`src/ctcgtd_pkg.sv`:
```
// ----------------------------------------------------------------------------
// ctcgtd_pkg
// Shared constants, types and the class-to-ASCII map of the CTC greedy
// text decoder.
// ----------------------------------------------------------------------------
`default_nettype none

package ctcgtd_pkg;

    localparam int NUM_CLASSES = 37;
    localparam int MAX_ROWS    = 32;
    localparam int SCORE_BITS  = 16;

    localparam int CLASS_W = 6;
    localparam int ROW_W   = 5;
    localparam int COUNT_W = 6;
    localparam int LIMIT_W = 6;
    localparam int POS_W   = 32;
    localparam int CHAR_W  = 7;
    localparam int CFG_W   = 32;
    localparam int CFG_IDX_W = 2;

    localparam logic [CLASS_W-1:0] LAST_LETTER   = CLASS_W'(26);
    localparam logic [CLASS_W-1:0] FIRST_DIGIT   = CLASS_W'(27);
    localparam logic [CLASS_W-1:0] LAST_NZ_DIGIT = CLASS_W'(35);
    localparam logic [CLASS_W-1:0] ZERO_DIGIT    = CLASS_W'(36);
    localparam logic [CLASS_W-1:0] BLANK_CLASS   = CLASS_W'(0);

    localparam logic [CHAR_W-1:0] CHAR_SPACE = CHAR_W'(32);
    localparam logic [CHAR_W-1:0] CHAR_A     = CHAR_W'(65);
    localparam logic [CHAR_W-1:0] CHAR_ONE   = CHAR_W'(49);
    localparam logic [CHAR_W-1:0] CHAR_ZERO  = CHAR_W'(48);

    typedef logic [SCORE_BITS-1:0] score_t;
    typedef logic [CLASS_W-1:0]    class_t;
    typedef logic [CHAR_W-1:0]     char_t;

    typedef enum logic [CFG_IDX_W-1:0] {
        CFG_SCORE_THRESHOLD  = 2'd0,
        CFG_CHAR_LIMIT       = 2'd1,
        CFG_LETTER_POSITIONS = 2'd2,
        CFG_DIGIT_POSITIONS  = 2'd3
    } cfg_reg_t;

    function automatic char_t to_ascii(input class_t cls);
        char_t ch;
        if (cls == BLANK_CLASS)
        begin
            ch = CHAR_SPACE;
        end
        else if (cls <= LAST_LETTER)
        begin
            ch = CHAR_W'(CHAR_A + CHAR_W'(cls) - CHAR_W'(1));
        end
        else if (cls <= LAST_NZ_DIGIT)
        begin
            ch = CHAR_W'(CHAR_ONE + CHAR_W'(cls - FIRST_DIGIT));
        end
        else if (cls == ZERO_DIGIT)
        begin
            ch = CHAR_ZERO;
        end
        else
        begin
            ch = CHAR_SPACE;
        end
        return ch;
    endfunction

endpackage

`default_nettype wire

```
`src/ctcgtd_channels.sv`:
```
// ----------------------------------------------------------------------------
// ctcgtd channels
// Valid/ready channels for score requests and character results.
// ----------------------------------------------------------------------------
`default_nettype none

interface ctcgtd_score_if;
    import ctcgtd_pkg::*;

    logic   valid;
    logic   ready;
    score_t class_score;
    logic   frame_start;

    modport source (output valid, output class_score, output frame_start, input ready);
    modport sink   (input valid, input class_score, input frame_start, output ready);
endinterface

interface ctcgtd_char_if;
    import ctcgtd_pkg::*;

    logic  valid;
    logic  ready;
    char_t character;
    logic  char_valid;
    logic  last;

    modport source (output valid, output character, output char_valid, output last,
                    input ready);
    modport sink   (input valid, input character, input char_valid, input last,
                    output ready);
endinterface

`default_nettype wire

```
`src/ctc_greedy_text_decoder_unit.sv`:
```
// ----------------------------------------------------------------------------
// ctc_greedy_text_decoder_unit
// Greedy CTC decode of a streamed score matrix into ASCII characters.
//
//   channel   dir   payload                            per request
//   scores    in    class_score, frame_start           one class score
//   chars     out   character, char_valid, last        one result per row
//   cfg       in    cfg_we, cfg_index, cfg_data        register write
//
// One score per cycle while the result channel does not stall.
// An input register feeds the top-two compare and row decode, which
// write the result register. A stalled result holds the input register;
// one score is still taken while a result waits. Reset clears all
// control and decode state; no clearing pass.
// ----------------------------------------------------------------------------
`default_nettype none

module ctc_greedy_text_decoder_unit (
    input  wire                              clk,
    input  wire                              rst_n,
    input  wire                              cfg_we,
    input  wire [ctcgtd_pkg::CFG_IDX_W-1:0]  cfg_index,
    input  wire [ctcgtd_pkg::CFG_W-1:0]      cfg_data,
    ctcgtd_score_if.sink                     scores,
    ctcgtd_char_if.source                    chars
);
    import ctcgtd_pkg::*;

    // configuration
    score_t             threshold_reg;
    logic [LIMIT_W-1:0] char_limit_reg;
    logic [POS_W-1:0]   letter_pos_reg;
    logic [POS_W-1:0]   digit_pos_reg;

    // input register
    logic   in_valid_reg;
    score_t in_score_reg;
    logic   in_start_reg;

    // decode state
    score_t             best_score_reg, best_score_next;
    class_t             best_class_reg, best_class_next;
    score_t             second_score_reg, second_score_next;
    class_t             second_class_reg, second_class_next;
    class_t             prev_class_reg, prev_class_next;
    class_t             column_reg, column_next;
    logic [ROW_W-1:0]   row_reg, row_next;
    logic [COUNT_W-1:0] emitted_reg, emitted_next;
    logic               stopped_reg, stopped_next;

    // result register
    logic  out_valid_reg;
    char_t out_char_reg, out_char_next;
    logic  out_cv_reg, out_cv_next;
    logic  out_last_reg, out_last_next;

    logic               can_proc;
    logic               proc;
    logic               row_end;
    logic               emit_result;

    class_t             eff_column;
    logic [ROW_W-1:0]   eff_row;
    logic [COUNT_W-1:0] eff_emitted;
    class_t             eff_prev;
    logic               eff_stopped;

    class_t mx;
    logic   emit_cand;
    logic   typed;
    logic   want_letter;
    logic   want_digit;
    logic   best_ok;
    logic   second_ok;
    logic   ch_valid;
    char_t  ch;
    logic   row_last;

    assign can_proc     = !out_valid_reg || chars.ready;
    assign scores.ready = !in_valid_reg || can_proc;
    assign proc         = in_valid_reg && can_proc;

    assign chars.valid      = out_valid_reg;
    assign chars.character  = out_char_reg;
    assign chars.char_valid = out_cv_reg;
    assign chars.last       = out_last_reg;

    always_ff @(posedge clk or negedge rst_n)
    begin
        if (!rst_n)
        begin
            threshold_reg  <= '0;
            char_limit_reg <= '0;
            letter_pos_reg <= '0;
            digit_pos_reg  <= '0;
        end
        else if (cfg_we)
        begin
            unique case (cfg_reg_t'(cfg_index))
                CFG_SCORE_THRESHOLD:  threshold_reg  <= cfg_data[SCORE_BITS-1:0];
                CFG_CHAR_LIMIT:       char_limit_reg <= cfg_data[LIMIT_W-1:0];
                CFG_LETTER_POSITIONS: letter_pos_reg <= cfg_data[POS_W-1:0];
                CFG_DIGIT_POSITIONS:  digit_pos_reg  <= cfg_data[POS_W-1:0];
                default:              threshold_reg  <= threshold_reg;
            endcase
        end
    end

    always_ff @(posedge clk or negedge rst_n)
    begin
        if (!rst_n)
        begin
            in_valid_reg <= 1'b0;
        end
        else if (scores.ready)
        begin
            in_valid_reg <= scores.valid;
        end
    end

    always_ff @(posedge clk)
    begin
        if (scores.valid && scores.ready)
        begin
            in_score_reg <= scores.class_score;
            in_start_reg <= scores.frame_start;
        end
    end

    always_comb
    begin
        eff_column  = in_start_reg ? BLANK_CLASS : column_reg;
        eff_row     = in_start_reg ? '0 : row_reg;
        eff_emitted = in_start_reg ? '0 : emitted_reg;
        eff_prev    = in_start_reg ? BLANK_CLASS : prev_class_reg;
        eff_stopped = in_start_reg ? 1'b0 : stopped_reg;

        // top-two search
        best_score_next   = best_score_reg;
        best_class_next   = best_class_reg;
        second_score_next = second_score_reg;
        second_class_next = second_class_reg;
        if (eff_column == BLANK_CLASS)
        begin
            best_score_next   = in_score_reg;
            best_class_next   = BLANK_CLASS;
            second_score_next = '0;
            second_class_next = BLANK_CLASS;
        end
        else if (in_score_reg > best_score_reg)
        begin
            second_score_next = best_score_reg;
            second_class_next = best_class_reg;
            best_score_next   = in_score_reg;
            best_class_next   = eff_column;
        end
        else if (in_score_reg > second_score_reg)
        begin
            second_score_next = in_score_reg;
            second_class_next = eff_column;
        end

        row_end     = (eff_column == CLASS_W'(NUM_CLASSES - 1));
        column_next = row_end ? BLANK_CLASS : CLASS_W'(eff_column + CLASS_W'(1));

        // row decode
        mx          = (best_score_next > threshold_reg) ? best_class_next : BLANK_CLASS;
        emit_cand   = (mx != BLANK_CLASS) && !((eff_row != '0) && (mx == eff_prev));
        typed       = (char_limit_reg != '0) && !eff_emitted[COUNT_W-1];
        want_letter = typed && letter_pos_reg[eff_emitted[COUNT_W-2:0]];
        want_digit  = typed && !want_letter && digit_pos_reg[eff_emitted[COUNT_W-2:0]];
        best_ok     = want_letter ? (mx <= LAST_LETTER) : (mx > LAST_LETTER);
        second_ok   = want_letter ? (second_class_next <= LAST_LETTER)
                                  : (second_class_next > LAST_LETTER);

        ch_valid = 1'b0;
        ch       = '0;
        if (emit_cand)
        begin
            if (want_letter || want_digit)
            begin
                if (best_ok)
                begin
                    ch       = to_ascii(mx);
                    ch_valid = 1'b1;
                end
                else if (second_ok)
                begin
                    ch       = to_ascii(second_class_next);
                    ch_valid = 1'b1;
                end
                else if (eff_row != '0)
                begin
                    ch       = CHAR_SPACE;
                    ch_valid = 1'b1;
                end
            end
            else
            begin
                ch       = to_ascii(mx);
                ch_valid = 1'b1;
            end
        end

        emitted_next = eff_emitted;
        stopped_next = 1'b0;
        if (row_end && ch_valid)
        begin
            emitted_next = COUNT_W'(eff_emitted + COUNT_W'(1));
            stopped_next = (char_limit_reg != '0) && (emitted_next >= char_limit_reg);
        end

        prev_class_next = row_end ? mx : eff_prev;
        row_last        = (eff_row == ROW_W'(MAX_ROWS - 1));
        row_next        = eff_row;
        if (row_end)
        begin
            if (row_last)
            begin
                stopped_next = 1'b1;
            end
            else
            begin
                row_next = ROW_W'(eff_row + ROW_W'(1));
            end
        end

        out_char_next = ch_valid ? ch : '0;
        out_cv_next   = ch_valid;
        out_last_next = stopped_next;

        emit_result = proc && !eff_stopped && row_end;
    end

    always_ff @(posedge clk or negedge rst_n)
    begin
        if (!rst_n)
        begin
            best_score_reg   <= '0;
            best_class_reg   <= '0;
            second_score_reg <= '0;
            second_class_reg <= '0;
            prev_class_reg   <= '0;
            column_reg       <= '0;
            row_reg          <= '0;
            emitted_reg      <= '0;
            stopped_reg      <= 1'b0;
        end
        else if (proc)
        begin
            if (eff_stopped)
            begin
                stopped_reg <= 1'b1;
            end
            else
            begin
                best_score_reg   <= best_score_next;
                best_class_reg   <= best_class_next;
                second_score_reg <= second_score_next;
                second_class_reg <= second_class_next;
                prev_class_reg   <= prev_class_next;
                column_reg       <= column_next;
                row_reg          <= row_next;
                emitted_reg      <= emitted_next;
                stopped_reg      <= stopped_next;
            end
        end
    end

    always_ff @(posedge clk or negedge rst_n)
    begin
        if (!rst_n)
        begin
            out_valid_reg <= 1'b0;
        end
        else if (can_proc)
        begin
            out_valid_reg <= emit_result;
        end
    end

    always_ff @(posedge clk)
    begin
        if (emit_result)
        begin
            out_char_reg <= out_char_next;
            out_cv_reg   <= out_cv_next;
            out_last_reg <= out_last_next;
        end
    end

endmodule

`default_nettype wire

```
`src/flat_wrapper.sv`:
```
// flat-port wrapper written by rule: the top's interface ports become plain ports
module ctc_greedy_text_decoder_unit_flat import ctcgtd_pkg::*;
  (clk, rst_n, cfg_we, cfg_index, cfg_data, scores_valid, scores_class_score, scores_frame_start, scores_ready, chars_valid, chars_character, chars_char_valid, chars_last, chars_ready);
  ctcgtd_score_if scores_i ();
  ctcgtd_char_if chars_i ();
  input  wire clk;
  input  wire rst_n;
  input  wire cfg_we;
  input  wire [ctcgtd_pkg::CFG_IDX_W-1:0] cfg_index;
  input  wire [ctcgtd_pkg::CFG_W-1:0] cfg_data;
  input wire logic [$bits(scores_i.valid)-1:0] scores_valid;
  input wire logic [$bits(scores_i.class_score)-1:0] scores_class_score;
  input wire logic [$bits(scores_i.frame_start)-1:0] scores_frame_start;
  output wire logic [$bits(scores_i.ready)-1:0] scores_ready;
  output wire logic [$bits(chars_i.valid)-1:0] chars_valid;
  output wire logic [$bits(chars_i.character)-1:0] chars_character;
  output wire logic [$bits(chars_i.char_valid)-1:0] chars_char_valid;
  output wire logic [$bits(chars_i.last)-1:0] chars_last;
  input wire logic [$bits(chars_i.ready)-1:0] chars_ready;
  assign scores_i.valid = scores_valid;
  assign scores_i.class_score = scores_class_score;
  assign scores_i.frame_start = scores_frame_start;
  assign scores_ready = scores_i.ready;
  assign chars_valid = chars_i.valid;
  assign chars_character = chars_i.character;
  assign chars_char_valid = chars_i.char_valid;
  assign chars_last = chars_i.last;
  assign chars_i.ready = chars_ready;
  ctc_greedy_text_decoder_unit u_core (.clk(clk), .rst_n(rst_n), .cfg_we(cfg_we), .cfg_index(cfg_index), .cfg_data(cfg_data), .scores(scores_i), .chars(chars_i));
endmodule
```
`config.mk`:
```
export PLATFORM = sky130hd
export DESIGN_NAME = ctc_greedy_text_decoder_unit_flat
export DESIGN_NICKNAME = d
export VERILOG_FILES = /design/src/ctcgtd_pkg.sv /design/src/ctcgtd_channels.sv /design/src/ctc_greedy_text_decoder_unit.sv /design/src/flat_wrapper.sv
export SDC_FILE = /design/constraint.sdc
export NUM_CORES = 1
export LEC_CHECK = 0
export ABC_AREA = 1
export ABC_CLOCK_PERIOD_IN_PS = 5700
export BUFFER_PORTS_ARGS = -buffer_cell sky130_fd_sc_hd__buf_2
export CORE_ASPECT_RATIO = 1.75
export CORE_MARGIN = 4
export CORE_UTILIZATION = 42
export CTS_CLUSTER_SIZE = 8
export DETAILED_ROUTE_END_ITERATION = 12
export PLACE_DENSITY = 0.55
export SLEW_MARGIN = 30
export SYNTH_ARGS = -nofsm -noshare
export SYNTH_HDL_FRONTEND = slang
export SYNTH_SLANG_ARGS = --single-unit
```
`constraint.sdc`:
```
create_clock -name clk -period 5.7 [get_ports clk]
set_clock_uncertainty 0.15 [all_clocks]
set_input_delay 0.285 -clock clk [delete_from_list [all_inputs] [get_ports clk]]
set_output_delay 0.285 -clock clk [all_outputs]
set_load 0.03 [all_outputs]
```
==> run metrics, run 1 <==
largest net degree at the start of global routing=65; ANT cells=0; Min-Delay Path Class=input pin to flop; Avg Cell Area, Syn=7.98 sq um; arrival time at the worst endpoint=4820 ps; Max Fanout on Critical Path=35; Final Wtd Congestion=0.861; Port Buffer Count=66; Min Clock Period, post-route=4780 ps; status=completed; grt ovf=0; layout cells sized above 1=11.9%; most frequent cell after synthesis=nand2_1; switching power=1.55 mW; Setup crit start kind=flop; Flop pwr share=38.4%; DP Cell Count=1659; Netlist cell types=54; Max Slew Vio Count=0; initial antenna violation count=0; maxcap violations=0; DRT iter0 DRCs=506; Area growth syn-to-layout=15.4%; final wirelength=26100 um; CTS Hold Bufs=45; Synth area leader=dfrtp_1; Vias/cell=5.06; final period utilization=83.8%; Initial Util=42.7%; Die H=218 um; CTS Sinks=182; DR DRC count=0; drt wl/cell=15.0 um; Slew headroom=40.7%; flops & latches, synth=182; # resized after CTS=0; first-pass GRT wire length=43900 um; pwr dens=353 nW/um^2; CTS tree=done; CP required=5750 ps; internal power component=2.74 mW; Setup Buffers After CTS=0; Synth area leaders=dfrtp_1, nand2_1, o21ai_0; crit-path cells=ha_1 > a21oi_1 > nand2_1 > a21oi_1 > nand2_4 > nand2_8 > nand2_8 > o21ai_0 > ha_1 > nand2_1 > nor3_2 > nor2b_1 > a21oi_4 > nand4_4 > nor2_2 > nand2_1 > nand2_2 > nand2_2 > a21oi_2 > nand3_4 > nand2_4 > inv_4 > o21ai_2 > a21oi_2; CTS Buffer Depth=2; Yosys top cell area share=37.0%; setup TNS=0 ps; Post-DRT Antenna Nets=0; DRT Pass-1 Iters=5; vias in the first global route=8669; synthesized instance count=1322; Num CTS Buffers=17; full die area=27800 sq um; clk_lat worst skew=450 ps; worst hold margin=23.4 ps; Syn Nets=1439; Leakage=5.97 nW; Die X-Extent=128 um; final setup fails=0; Max stage delay on crit path=450 ps; # IOs=67; nets=1528; Synth Flop Type=dfrtp_1; hpwl dp=18700 um; peak supply drop=0.242 mV; Slew @ Worst Pin=888 ps; register area share after synthesis=44.4%; Post-synth EDFFs=26; critical path class=flop to flop; H-tree lvl count=4; CP Capture Type=flop; root buffer cell=clkbuf_16; clk slew on worst S/H paths=70 ps; Comb power frac=33.4%; Via Count=8785; GRT Util Overall=19.7%; switching part of the total=36.2%; Final Hold Viols=0; top cells by count, synth=nand2_1, o21ai_0, inv_1; RSZ-0062 raised after global routing=false; core area=24700 sq um; Clock power frac=28.1%; Slowest cell on crit path=edfxtp_1; FP Rows=76; Synth Cell Area=10600 sq um; ys async rst share=85.7%; fmax=209 MHz; CP dominant cell by count=nand2_1; PnR Total Power=4.29 mW; Synth Warn #=0; fin cells=1736
per-layer routing:
layer  wire (um)  track usage (%)
met1       11300             23.9
met2       13400             34.6
met3         727             3.58
met4         674             7.15
met5           0                0
layout make-up:
| type | count | area [sq um] |
|---|---|---|
| Clock buffer | 26 | 510 |
| Fill cell | 2467 | 12500 |
| Timing Repair Buffer | 118 | 840 |
| Inverter | 173 | 662 |
| Tap cell | 312 | 390 |
| Sequential cell | 182 | 4680 |
| Multi-Input combinational cell | 919 | 5000 |
| Clock inverter | 6 | 87.6 |
logic make-up (layout without fill, tap and decap cells):
| family | count (synthesis) | count (layout) | synth area share, % |
|---|---|---|---|
| simple gates | 605 | 605 | 26.6 |
| compound gates | 247 | 247 | 12.8 |
| buf+inv | 221 | 323 | 8.44 |
| flops | 182 | 182 | 44.4 |
| fa+ha+maj | 61 | 61 | 7.23 |
| xor+xnor | 6 | 6 | 0.498 |
cells in the final DEF (no fill, tap or decap), types with 4 or more instances in the layout:
master / count
a21oi_1: 27
a21oi_2: 4
buf_2: 65
buf_4: 7
clkbuf_1: 5
clkbuf_16: 18
dfrtp_1: 156
dlygate4sd3_1: 45
edfxtp_1: 26
ha_1: 61
inv_1: 164
inv_2: 6
nand2_1: 376
nand2_2: 9
nand2_4: 10
nand3_1: 100
nand3_2: 4
nand3_4: 5
nand4_1: 19
nor2_1: 51
nor2_2: 7
nor3_1: 5
o21a_1: 4
o21ai_0: 178
o21ai_1: 4
o22ai_1: 10
xor2_1: 4
stage by stage:
step | cell area [sq um] | worst slack, ps | util [%]
5_1_grt | 12200 | 492 | 49.3
2_1_floorplan | 10600 | 1450 | -
4_1_cts | 12200 | 843 | 49.2
3_5_place_dp | 11100 | 878 | 45.0
6_report | 12200 | 924 | 49.3
3_3_place_gp | 11100 | 994 | 45.0
worst max-delay path: cells and delay by family (launching register included):
family / cells / cell delay, ps
DFF: 1 / 450
and+or+nand+nor: 14 / 1740
adders and majority gates: 2 / 660
buffers and inverters: 1 / 50
AOI/OAI and AO/OA: 7 / 1450
path summary, 6_finish.rpt:
kind | from | endpoint | slack, ps | depth (start not counted)
worst min register to register | u_core.threshold_reg[4]$_DFFE_PN0P_ | u_core.threshold_reg[4]$_DFFE_PN0P_ | 330 | 2
worst max register to register | u_core.in_score_reg[11]$_DFFE_PP_ | u_core.chars.character[0]$_SDFFCE_PN0P_ | 920 | 24
worst min-delay path | cfg_data[3] | u_core.threshold_reg[3]$_DFFE_PN0P_ | 20 | 3
min in group asynchronous | rst_n | u_core.second_score_reg[13]$_DFFE_PN0P_ | 250 | 2
max in group asynchronous | rst_n | u_core.char_limit_reg[5]$_DFFE_PN0P_ | 4020 | 3
worst max-delay path | u_core.in_score_reg[11]$_DFFE_PP_ | u_core.chars.character[0]$_SDFFCE_PN0P_ | 920 | 24
power by group through the flow:
stage	clock, mW	combinational (mW)	sequential, mW
floorplan	0	1.12	1.64
global placement	0	1.41	1.67
detailed placement	0	1.43	1.67
CTS	1.25	1.46	1.65
global route	1.29	1.67	1.67
finish	1.21	1.44	1.65
Power figures use the tool's default switching activity.
==> inputs of run 2 (changes only) <==
--- a/config.mk
+++ b/config.mk
@@ -6,7 +6,7 @@
 export NUM_CORES = 1
 export LEC_CHECK = 0
 export ABC_AREA = 1
-export ABC_CLOCK_PERIOD_IN_PS = 5700
+export ABC_CLOCK_PERIOD_IN_PS = 4600
 export BUFFER_PORTS_ARGS = -buffer_cell sky130_fd_sc_hd__buf_2
 export CORE_ASPECT_RATIO = 1.75
 export CORE_MARGIN = 4
==> constraint.sdc (replaced) <==
create_clock -name clk -period 4.6 [get_ports clk]
set_clock_uncertainty 0.15 [all_clocks]
set_input_delay 0.23 -clock clk [delete_from_list [all_inputs] [get_ports clk]]
set_output_delay 0.23 -clock clk [all_outputs]
set_load 0.03 [all_outputs]
==> run 2 against run 1 <==
Effect of this change:
- power rose by 31%
- largest power group is now combinational logic
- routed wire length is 4.9% higher
- fmax is 9.7% higher
- sequential power grew 24%
==> run metrics, run 2 (synthesis results as in run 1) <==
status=completed; CP bufs+invs=5; CTS Buffer Depth=2; CP required=4650 ps; launch point of the critical path=u_core.in_score_reg[13]$_DFFE_PP_; most frequent cells in the layout=nand2_1, o21ai_0, inv_1; clk slew on worst S/H paths=60 ps; Max stage delay on crit path=440 ps; nets=1587; PnR Total Power=5.62 mW; root buffer cell=clkbuf_16; Slew @ Worst Pin=917 ps; DRT iter0 DRCs=504; peak supply drop=0.280 mV; Min-Delay Path Class=input pin to asynchronous set/reset pin; Reg2Reg Depth=26; Levels on crit path=26; H-tree lvl count=4; Num CTS Buffers=17; grt ovf=0; Area growth syn-to-layout=21.3%; FF-to-FF setup slack=250 ps; DP Cell Count=1696; most common cell after layout, fill and taps aside=nand2_1; Flop pwr share=36.4%; worst setup path end=u_core.chars.character[0]$_SDFFCE_PN0P_; fmax=230 MHz; arrival time at the worst endpoint=4410 ps; Placed Instance Area=11400 sq um; hpwl dp=19300 um; DR DRC count=0; FP Rows=76; Top Family by Delay on Critical Path=simple AND/OR/NAND/NOR gates; Leakage=6.29 nW; Vias/cell=5.02; Via Count=9017; setup TNS=0 ps; fin cells=1795; fill count=2396; Comb power frac=36.6%; largest net degree at the start of global routing=96; internal power component=3.53 mW; Post-DRT Antenna Nets=0; Initial Util=42.7%; initial antenna violation count=0; Clock power frac=27.0%; core area=24700 sq um; switching part of the total=37.2%; final wirelength=27300 um; CTS tree=done; pwr dens=439 nW/um^2; switching power=2.09 mW; Final Hold Viols=0; GRT Util Overall=20.6%; Max Slew Vio Count=0; clk_lat worst skew=450 ps; DRT Pass-1 Iters=5; ANT cells=0; Final Instance Area=12800 sq um; critical path class=flop to flop; first-pass GRT wire length=45700 um; final period utilization=94.7%; Slew headroom=38.8%; Final Wtd Congestion=0.844; Port Buffer Count=66; Setup crit start kind=flop; Critical R2R Launch=u_core.in_score_reg[13]$_DFFE_PP_; Min Clock Period, post-route=4350 ps; # IOs=67; r2r endpoint=u_core.chars.character[0]$_SDFFCE_PN0P_; final setup fails=0; Die H=218 um; vias in the first global route=9200; layout cells sized above 1=16.3%; Slowest cell on crit path=edfxtp_1; drt wl/cell=15.2 um; maxcap violations=0; Die X-Extent=128 um; full die area=27800 sq um; CTS Sinks=182; Max Fanout on Critical Path=8; CP Capture Type=flop
-- run 2: how the worst min path moves through the flow --
stage,cells past startpoint,slack [ps],start,endpoint
after floorplan,0,-220,rst_n,u_core.best_class_reg[0]$_DFFE_PN0P_
after global placement,1,230,rst_n,u_core.best_score_reg[7]$_DFFE_PN0P_
after detailed placement,1,250,rst_n,u_core.second_score_reg[10]$_DFFE_PN0P_
after CTS,3,230,cfg_we,u_core.char_limit_reg[0]$_DFFE_PN0P_
after global routing,3,320,cfg_we,u_core.char_limit_reg[0]$_DFFE_PN0P_
final,2,270,rst_n,u_core.second_score_reg[10]$_DFFE_PN0P_
-- run 2: area by class of cell --
cell class	instances	area (sq um)	area share, %
Tap cell	312	390	3.05
Clock buffer	20	467	3.65
Inverter	173	662	5.17
Clock inverter	12	140	1.09
Timing Repair Buffer	175	1310	10.2
Sequential cell	182	4680	36.6
Multi-Input combinational cell	921	5150	40.2
-- run 2: timing repair --
action / 4_1_cts / 5_1_grt
endpoints found under the hold margin: 195 / 0
resized for setup: 0 / 33
buffers inserted: 0 / 11
endpoints found under the setup margin: 0 / 16
hold buffers: 54 / 0
-- run 2: power by group through the flow --
| stage | clock network (mW) | logic [mW] | registers [mW] |
|---|---|---|---|
| floorplan | 0 | 1.38 | 2.04 |
| global placement | 0 | 1.85 | 2.07 |
| detailed placement | 0 | 1.87 | 2.07 |
| global route | 1.61 | 2.36 | 2.08 |
| CTS | 1.56 | 1.92 | 2.04 |
| finish | 1.52 | 2.06 | 2.04 |
-- run 2: through the flow --
stage                     hold WS (ps)  worst slack, ps  util, %
after global routing               323            -14.0     51.8
after floorplan                   -216              354        -
final                              269              246     51.8
after global placement             234              170     46.1
after detailed placement           251             54.5     46.2
after CTS                          232             26.3     50.8
-- run 2: routing by layer --
layer	vias to the layer above	track usage [%]	wire (um)
met5	-	0	0
met4	0	8.32	798
met3	42	2.67	663
met2	144	37.0	14300
met1	4218	24.5	11500
li1	4613	-	-
==> inputs of run 3 (changes only) <==
--- a/config.mk
+++ b/config.mk
@@ -13,6 +13,7 @@
 export CORE_UTILIZATION = 42
 export CTS_CLUSTER_SIZE = 8
 export DETAILED_ROUTE_END_ITERATION = 12
+export MAX_ROUTING_LAYER = met4
 export PLACE_DENSITY = 0.55
 export SLEW_MARGIN = 30
 export SYNTH_ARGS = -nofsm -noshare
==> run 3 against run 2 <==
Effect of this change:
- routed wire length rose by 0.13%
- worst setup slack improved by 3.3 ps
- fmax barely moved
==> run metrics, run 3 (synthesis results as in run 1) <==
status=completed; root buffer cell=clkbuf_16; Placed Instance Area=11400 sq um; drt wl/cell=15.2 um; DR DRC count=0; Num CTS Buffers=17; # IOs=67; Slew @ Worst Pin=900 ps; PnR Total Power=5.63 mW; final setup fails=0; Reg2Reg Depth=26; Final Core Density=51.8%; core area=24700 sq um; clk slew on worst S/H paths=70 ps; hpwl dp=19300 um; Max Fanout on Critical Path=8; most common cell after layout, fill and taps aside=nand2_1; maxcap violations=0; Initial Util=42.7%; Port Buffer Count=66; Final Wtd Congestion=0.857; arrival time at the worst endpoint=4410 ps; CTS tree=done; Setup WS post-layout=249 ps; layout cells sized above 1=16.3%; largest net degree at the start of global routing=96; full die area=27800 sq um; Area growth syn-to-layout=21.4%; CP Capture Type=flop; Min Clock Period, post-route=4350 ps; initial antenna violation count=0; Die H=218 um; Vias/cell=5.01; CTS Buffer Depth=2; peak supply drop=0.285 mV; Post-DRT Antenna Nets=0; final period utilization=94.6%; met1 wire length=11500 um; pwr dens=439 nW/um^2; first-pass GRT wire length=45700 um; Final Hold Viols=0; Setup crit start kind=flop; most frequent cells in the layout=nand2_1, o21ai_0, inv_1; DRT Pass-1 Iters=5; pre-CTS worst setup slack=54.5 ps; FF-to-FF setup slack=250 ps; clk_lat worst skew=460 ps; nets=1587; vias in the first global route=9184; Slew headroom=39.9%; final wirelength=27400 um; Die X-Extent=128 um; grt ovf=0; hold depth=3; met2 wire len=14300 um; fill count=2395; uppermost layer routed=met4; worst hold margin=259 ps; fmax=230 MHz; GRT Util Overall=21.2%; critical path class=flop to flop; H-tree lvl count=4; Min-Delay Path Class=input pin to flop; CTS Sinks=182; Max Slew Vio Count=0; Via Count=8991; ANT cells=0; CP required=4660 ps; Final Instance Area=12800 sq um; Leakage=6.30 nW; FP Rows=76; metal3 WL=703 um; DRT iter0 DRCs=513
## run 3: cell types whose count changed in the layout (fill, tap and decap cells not counted)
cell / change
ha_1: -1
ha_4: +1
o21ai_0: +1
o21ai_1: -1
## run 3: final cells by class
type / count / area, sq um / area share (%)
multi-input cells: 921 / 5160 / 40.3
flip-flops and latches: 182 / 4680 / 36.6
repair buffers: 175 / 1310 / 10.2
inverters: 173 / 662 / 5.17
clock buffers: 20 / 467 / 3.64
well taps: 312 / 390 / 3.05
clock inverters: 12 / 140 / 1.09
## run 3: stage by stage
stage / TNS [ps] / cells
after floorplan: 0 / 1322
after global placement: 0 / 1696
after detailed placement: 0 / 1696
after CTS: 0 / 1782
after global routing: -37.4 / 1795
final: 0 / 1795
## run 3: where the power goes
part           switching [mW]  internal (mW)
Sequential              0.129           1.92
Clock                   0.669          0.851
Combinational            1.30          0.767
## run 3: final timing paths
kind	start	to
max	u_core.in_score_reg[11]$_DFFE_PP_	u_core.chars.character[0]$_SDFFCE_PN0P_
min	cfg_we	u_core.char_limit_reg[0]$_DFFE_PN0P_
max reg2reg	u_core.in_score_reg[11]$_DFFE_PP_	u_core.chars.character[0]$_SDFFCE_PN0P_
min reg2reg	u_core.threshold_reg[14]$_DFFE_PN0P_	u_core.threshold_reg[14]$_DFFE_PN0P_
max in group asynchronous	rst_n	u_core.threshold_reg[2]$_DFFE_PN0P_
min in group asynchronous	rst_n	u_core.second_score_reg[10]$_DFFE_PN0P_
## run 3: repair_timing
item	4_1_cts	5_1_grt
hold endpoints to repair	195	0
resized for setup	0	33
hold buffers	54	0
buffers inserted	0	11
setup endpoints to repair	0	16
## run 3: layer usage
layer,vias up,track usage [%]
li1,4614,-
met1,4192,24.5
met2,142,37.1
met3,43,2.72
met4,0,8.32
met5,-,-
## run 3: critical path: stages, from the launching register on
cell	delay, ps
edfxtp_1	390
ha_1	330
a21oi_1	170
nand2_1	80
a21oi_1	150
buf_4	140
nand2_4	60
nand2_8	100
nand2_4	110
o21ai_0	340
ha_1	320
a21o_1	160
nor2_1	120
nand2_1	80
nand2_2	90
a21oi_4	70
buf_12	140
buf_4	140
nand2_2	80
buf_4	130
nand3_2	100
nor3_4	310
nor2_8	90
nand2_4	110
inv_4	50
o21ai_2	60
a21oi_2	40
